==> config.mk <==
export PLATFORM = sky130hd
export DESIGN_NAME = rhc_front
export DESIGN_NICKNAME = d
export VERILOG_FILES = /design/src/hdl/rhc_pkg.sv /design/src/hdl/rhc_front.sv
export SDC_FILE = /design/constraint.sdc
export NUM_CORES = 2
export LEC_CHECK = 0
export BUFFER_PORTS_ARGS = -buffer_cell sky130_fd_sc_hd__clkbuf_2
export CAP_MARGIN = 5
export CORE_MARGIN = 4
export CORE_UTILIZATION = 55
export CTS_CLUSTER_SIZE = 25
export DETAILED_ROUTE_END_ITERATION = 12
export PLACE_DENSITY_LB_ADDON = 0.3
export SLEW_MARGIN = 20
export SYNTH_ARGS = -nofsm -noshare
export SYNTH_HDL_FRONTEND = slang
export SYNTH_SLANG_ARGS = --single-unit
==> constraint.sdc <==
create_clock -name clk_i -period 12.3 [get_ports clk_i]
set_clock_uncertainty 0.2 [all_clocks]
set_input_delay 2.46 -clock clk_i [delete_from_list [all_inputs] [get_ports clk_i]]
set_output_delay 2.46 -clock clk_i [all_outputs]
set_load 0.02 [all_outputs]
==> src/hdl/rhc_pkg.sv <==
// Package with the word types, pipeline record and constants of the colour converter.
`default_nettype none
package rhc_pkg;

  localparam int unsigned FracBits = 16;
  localparam int unsigned FieldW   = 17;
  localparam int unsigned RemW     = 20;
  localparam int unsigned DivSteps = 17;
  localparam logic [FieldW-1:0] One = FieldW'(1) << FracBits;

  localparam logic DirRgbToHsv = 1'b0;
  localparam logic DirHsvToRgb = 1'b1;
  localparam logic AddrDirection = 1'b0;

  typedef struct packed {
    logic [FieldW-1:0] comp_a;
    logic [FieldW-1:0] comp_b;
    logic [FieldW-1:0] comp_c;
  } rhc_in_t;

  typedef struct packed {
    logic [FieldW-1:0] out_a;
    logic [FieldW-1:0] out_b;
    logic [FieldW-1:0] out_c;
  } rhc_out_t;

  typedef struct packed {
    logic              vld;
    logic              dir;
    logic [RemW-1:0]   h_rem;
    logic [RemW-1:0]   h_div;
    logic              h_nb;
    logic [FieldW-1:0] h_q;
    logic [RemW-1:0]   s_rem;
    logic [RemW-1:0]   s_div;
    logic              s_nb;
    logic [FieldW-1:0] s_q;
    logic [FieldW-1:0] val;
    logic              mx_zero;
    logic              d_zero;
    logic [FieldW-1:0] r0;
    logic [FieldW-1:0] r1;
    logic [FieldW-1:0] r2;
  } rhc_pipe_t;

endpackage
`default_nettype wire

==> src/hdl/rhc_front.sv <==
// Front stages: input saturation, channel sort, sector numerator and the RGB reconstruction.
`default_nettype none
module rhc_front (
  input  wire logic              clk_i,
  input  wire logic              rst_ni,
  input  wire logic              vld_i,
  input  wire logic              dir_i,
  input  wire rhc_pkg::rhc_in_t  in_i,
  output rhc_pkg::rhc_pipe_t     pipe_o
);

  localparam int unsigned W = rhc_pkg::FieldW;
  localparam int unsigned R = rhc_pkg::RemW;

  // Stage one: saturated inputs.
  logic         v1_q, d1_q;
  logic [W-1:0] a1_q, b1_q, c1_q;

  function automatic logic [W-1:0] sat_one(input logic [W-1:0] x);
    return (x > rhc_pkg::One) ? rhc_pkg::One : x;
  endfunction

  always_ff @(posedge clk_i or negedge rst_ni) begin
    if (!rst_ni) begin
      v1_q <= 1'b0;
    end else begin
      v1_q <= vld_i;
    end
  end

  always_ff @(posedge clk_i) begin
    d1_q <= dir_i;
    a1_q <= sat_one(in_i.comp_a);
    b1_q <= sat_one(in_i.comp_b);
    c1_q <= sat_one(in_i.comp_c);
  end

  // Stage two: sort, numerator, divisors; first product and hue times six.
  logic [W-1:0]       mx_d, mn_d, df_d;
  logic signed [21:0] n_d;
  logic [R-1:0]       nn_d, six_d;
  logic [2*W-1:0]     p1_d;
  logic [R-1:0]       hp_d;

  always_comb begin
    mx_d = a1_q;
    if (b1_q > mx_d) begin
      mx_d = b1_q;
    end
    if (c1_q > mx_d) begin
      mx_d = c1_q;
    end
    mn_d = a1_q;
    if (b1_q < mn_d) begin
      mn_d = b1_q;
    end
    if (c1_q < mn_d) begin
      mn_d = c1_q;
    end
    df_d = mx_d - mn_d;
    if (mx_d == a1_q) begin
      n_d = $signed({5'b0, b1_q}) - $signed({5'b0, c1_q});
    end else if (mx_d == b1_q) begin
      n_d = $signed({4'b0, df_d, 1'b0}) + $signed({5'b0, c1_q}) - $signed({5'b0, a1_q});
    end else begin
      n_d = $signed({3'b0, df_d, 2'b0}) + $signed({5'b0, a1_q}) - $signed({5'b0, b1_q});
    end
    six_d = {1'b0, df_d, 2'b0} + {2'b0, df_d, 1'b0};
    if (n_d < 0) begin
      n_d = n_d + $signed({2'b0, six_d});
    end
    nn_d = R'(n_d);
    p1_d = {{W{1'b0}}, b1_q} * {{W{1'b0}}, c1_q};
    hp_d = {1'b0, a1_q, 2'b0} + {2'b0, a1_q, 1'b0};
  end

  logic         v2_q, d2_q;
  logic [W-1:0] mx2_q, df2_q, v2v_q;
  logic [R-1:0] nn2_q, six2_q, hp2_q;
  logic         mz2_q;
  logic [2*W-1:0] p1_q;

  always_ff @(posedge clk_i or negedge rst_ni) begin
    if (!rst_ni) begin
      v2_q <= 1'b0;
    end else begin
      v2_q <= v1_q;
    end
  end

  always_ff @(posedge clk_i) begin
    d2_q   <= d1_q;
    mx2_q  <= mx_d;
    mz2_q  <= (mx_d == '0);
    df2_q  <= df_d;
    nn2_q  <= nn_d;
    six2_q <= six_d;
    p1_q   <= p1_d;
    hp2_q  <= hp_d;
    v2v_q  <= c1_q;
  end

  // Stage three: chroma, minimum, distance to the sector centre, second product.
  logic [W-1:0]   cd_d, cmn_d, m_d, dist_d, wt_d;
  logic [2*W-1:0] p2_d;

  always_comb begin
    cd_d  = p1_q[rhc_pkg::FracBits +: W];
    cmn_d = v2v_q - cd_d;
    m_d   = hp2_q[W-1:0];
    dist_d = (m_d >= rhc_pkg::One) ? (m_d - rhc_pkg::One) : (rhc_pkg::One - m_d);
    wt_d  = rhc_pkg::One - dist_d;
    p2_d  = {{W{1'b0}}, cd_d} * {{W{1'b0}}, wt_d};
  end

  logic         v3_q, d3_q, mz3_q;
  logic [W-1:0] mx3_q, df3_q, cd3_q, cmn3_q, v3v_q;
  logic [R-1:0] nn3_q, six3_q, hp3_q;
  logic [2*W-1:0] p2_q;

  always_ff @(posedge clk_i or negedge rst_ni) begin
    if (!rst_ni) begin
      v3_q <= 1'b0;
    end else begin
      v3_q <= v2_q;
    end
  end

  always_ff @(posedge clk_i) begin
    d3_q   <= d2_q;
    mz3_q  <= mz2_q;
    mx3_q  <= mx2_q;
    df3_q  <= df2_q;
    nn3_q  <= nn2_q;
    six3_q <= six2_q;
    hp3_q  <= hp2_q;
    cd3_q  <= cd_d;
    cmn3_q <= cmn_d;
    v3v_q  <= v2v_q;
    p2_q   <= p2_d;
  end

  // Stage four: sector selection and divider set-up.
  rhc_pkg::rhc_pipe_t p_d;
  logic [W-1:0] lo, hi, mid;

  always_comb begin
    lo  = cmn3_q;
    hi  = cd3_q + cmn3_q;
    mid = p2_q[rhc_pkg::FracBits +: W] + cmn3_q;
    p_d = '0;
    p_d.vld     = v3_q;
    p_d.dir     = d3_q;
    p_d.h_rem   = nn3_q >> 1;
    p_d.h_nb    = nn3_q[0];
    p_d.h_div   = six3_q;
    p_d.s_rem   = R'(df3_q >> 1);
    p_d.s_nb    = df3_q[0];
    p_d.s_div   = R'(mx3_q);
    p_d.val     = mx3_q;
    p_d.mx_zero = mz3_q;
    p_d.d_zero  = (df3_q == '0);
    if (cd3_q == '0) begin
      p_d.r0 = v3v_q;
      p_d.r1 = v3v_q;
      p_d.r2 = v3v_q;
    end else if (hp3_q >= R'(4 * rhc_pkg::One)) begin
      if (hp3_q <= R'(5 * rhc_pkg::One)) begin
        p_d.r0 = mid; p_d.r1 = lo; p_d.r2 = hi;
      end else begin
        p_d.r0 = hi; p_d.r1 = lo; p_d.r2 = mid;
      end
    end else if (hp3_q >= R'(2 * rhc_pkg::One)) begin
      if (hp3_q <= R'(3 * rhc_pkg::One)) begin
        p_d.r0 = lo; p_d.r1 = hi; p_d.r2 = mid;
      end else begin
        p_d.r0 = lo; p_d.r1 = mid; p_d.r2 = hi;
      end
    end else begin
      if (hp3_q <= R'(rhc_pkg::One)) begin
        p_d.r0 = hi; p_d.r1 = mid; p_d.r2 = lo;
      end else begin
        p_d.r0 = mid; p_d.r1 = hi; p_d.r2 = lo;
      end
    end
  end

  logic                                  vld_q;
  logic [$bits(rhc_pkg::rhc_pipe_t)-2:0] body_q;

  always_ff @(posedge clk_i or negedge rst_ni) begin
    if (!rst_ni) begin
      vld_q <= 1'b0;
    end else begin
      vld_q <= p_d.vld;
    end
  end

  always_ff @(posedge clk_i) begin
    body_q <= p_d[$bits(rhc_pkg::rhc_pipe_t)-2:0];
  end

  assign pipe_o = {vld_q, body_q};

endmodule
`default_nettype wire

==> results.json <==
{
  "critical_path.startpoint_type": "register",
  "htree_num_levels": 2,
  "maximum_clock_frequency_mhz": 85.99,
  "synthesized_area_divided_by_synthesized_cell_count_um2": 9.078,
  "worstMarginPinSlew_ns": 1.105,
  "cts_sinks": 470,
  "hold_slack_ns": 0.1132,
  "finish.net_count": 5622,
  "initial_core_util_pct": 55.51,
  "timing_max_transition_violations_final": 0,
  "route.detailed.vias_per_inst": 5.641,
  "worst-endpoint-required_ns": 12.57,
  "first_iter_violations": 2320,
  "first_global_vias": 32432,
  "hold_violations_final": 0,
  "numPlacedInstances": 5557,
  "yosys_warnings": 0,
  "area_growth_pct": 9.476,
  "setup_tns_ns": 0,
  "dieWidth_um": 279.4,
  "critPathBufInv": 6,
  "n_diodes": 0,
  "cpMaxStageDelayCell": "sky130_fd_sc_hd__or4_4",
  "post-route-util_pct": 60.77,
  "setup_viol_count_final": 0,
  "worst_path_largest_cell_delay_ns": 0.53,
  "fp.dieH_um": 279.4,
  "floorplan.io_pins": 243,
  "slew-limit-headroom_pct": 25.94,
  "most-common-layout-cells": "sky130_fd_sc_hd__inv_1 (723), sky130_fd_sc_hd__nand2_1 (490), sky130_fd_sc_hd__fa_1 (468)",
  "max_cap_viol_count": 0,
  "ys_seq_area_share_pct": 23.28,
  "worstHoldPathType": "reg -> reg",
  "postSynth.asyncResetShare_pct": 0.8511,
  "n_fill_cell": 6159,
  "core-area_mm2": 0.07296,
  "antenna_found_initial": 3,
  "post_route_cells_drive_above_1_share_pct": 10.07,
  "worst_setup_path_end_kind": "register",
  "post_layout_nonfiller_instances": 5647,
  "place_hpwl_mm": 94.62,
  "cts.root.buffer_cell": "sky130_fd_sc_hd__clkbuf_16",
  "finalCritPeriodShare_pct": 94.54,
  "ctsHoldBuffers": 0,
  "min_period_ns": 11.63,
  "cp_data_arrival_time_ns": 11.90,
  "placement_rows": 99,
  "worstSkewPairLatency_ns": 0.62,
  "globalRouteOverflowTotal": 0,
  "numCtsBuffers": 46,
  "grt_start_max_net_pins": 37,
  "worst-setup-path-type": "reg -> reg",
  "avgRoutedWirePerCell_um": 21.37,
  "maximum_fanout_count_along_the_critical_path": 13,
  "antenna_left": 0,
  "drt_drc_violations_left": 0,
  "number_of_register_bits_inferred_by_synthesis": 470,
  "drt_pre_antenna_iters": 6,
  "first_pass_grt_wire_length_mm": 184.6,
  "cts_tree": "yes",
  "globalRouteTotalUtil_pct": 30.63,
  "yosysUniqueCellTypes": 98,
  "synth-edff-count": 0,
  "synth_flop_cell": "sky130_fd_sc_hd__dfxtp_1",
  "crit_family": "compound AO/OA/AOI/OAI gates",
  "synth_area_mm2": 0.04050,
  "route.vias.total": 31857,
  "outcome": "completed",
  "area_of_the_die_mm2": 0.07804,
  "post_synth_inst_count": 4461,
  "final_common_cell": "sky130_fd_sc_hd__inv_1",
  "clk_path_buf_depth": 3,
  "routed_wirelength_mm": 120.7,
  "quantity_of_i_o_buffers_inserted_on_ports": 199,
  "clkTransAtPathRegs_ns": 0.07,
  "place.gp.congestion": 1.007
}
## cell usage after synthesis, types with 47 or more instances
cell,instances,area [µm²]
sky130_fd_sc_hd__a21o_1,64,480.5
sky130_fd_sc_hd__a21oi_1,219,1096
sky130_fd_sc_hd__and2_1,79,494.2
sky130_fd_sc_hd__buf_4,63,473.0
sky130_fd_sc_hd__clkbuf_1,112,420.4
sky130_fd_sc_hd__dfxtp_1,466,9329
sky130_fd_sc_hd__fa_1,468,9369
sky130_fd_sc_hd__ha_1,447,5593
sky130_fd_sc_hd__inv_1,724,2718
sky130_fd_sc_hd__nand2_1,491,1843
sky130_fd_sc_hd__nor2_1,341,1280
sky130_fd_sc_hd__nor2b_1,71,444.2
sky130_fd_sc_hd__nor3_1,47,235.2
sky130_fd_sc_hd__o21ai_0,132,660.6
sky130_fd_sc_hd__xnor2_1,174,1524
## cells by family after synthesis
| kind of cell | share of synthesized area [%] |
|---|---|
| flip-flops | 23.28 |
| multiplexers | 1.535 |
| other | 0.009260 |
| AND/OR/NAND/NOR | 13.51 |
| AO/OA/AOI/OAI | 10.57 |
| buffers and inverters | 9.278 |
| adder cells (fa/ha/maj) | 36.95 |
| XOR/XNOR | 4.866 |
## final timing paths
| kind | endpoint | from | slack [ns] | depth (start not counted) |
|---|---|---|---|---|
| max in group asynchronous | v3_q | rst_ni | 10.33 | 1 |
| worst min-delay path | df3_q[0] | df2_q[0] | 0.11 | 0 |
| worst min register to register | df3_q[0] | df2_q[0] | 0.11 | 0 |
| worst max register to register | nn2_q[19] | a1_q[2] | 0.67 | 50 |
| min in group asynchronous | v2_q | rst_ni | 1.45 | 1 |
| worst max-delay path | nn2_q[19] | a1_q[2] | 0.67 | 50 |
## state kept, by name (all words and copies together) (netlist names), 18 cells and up
signal  cells
nn2_q      20
six2_q     18
hp2_q      19
hp3_q      19
six3_q     18
body_q    126
nn3_q      20
## timing repair
item | in CTS | in global routing
buffers inserted | 0 | 6
setup endpoints to repair | 0 | 3
gates resized for setup | 0 | 9
## layout make-up
class / count / area [µm²] / share of cell area [%]
clock buffers: 58 / 1237 / 2.791
clock inverters: 26 / 372.9 / 0.8410
inverters: 739 / 2780 / 6.271
multi-input cells: 3100 / 27590 / 62.22
flip-flops and latches: 470 / 9430 / 21.27
well taps: 959 / 1200 / 2.706
repair buffers: 295 / 1729 / 3.900
## metal layers
metal	track usage [%]	part of all wire (%)	routed length (µm)
met1	38.35	38	46430
met2	51.15	47	56140
met3	5.134	8.6	10360
met4	16.09	6.4	7739
met5	0	0	0
## per-stage QoR
| stage | area (µm²) | worst slack, ns |
|---|---|---|
| floorplan | 40660 | 1.417 |
| global placement | 42620 | 0.6494 |
| detailed placement | 42620 | 0.4809 |
| CTS | 44230 | 0.4123 |
| global route | 44340 | -0.02083 |
| finish | 44340 | 0.6713 |
Power is left out: the tool's default activity adds up to more than one toggle a clock period on the data nets, which glitch-free logic cannot reach.
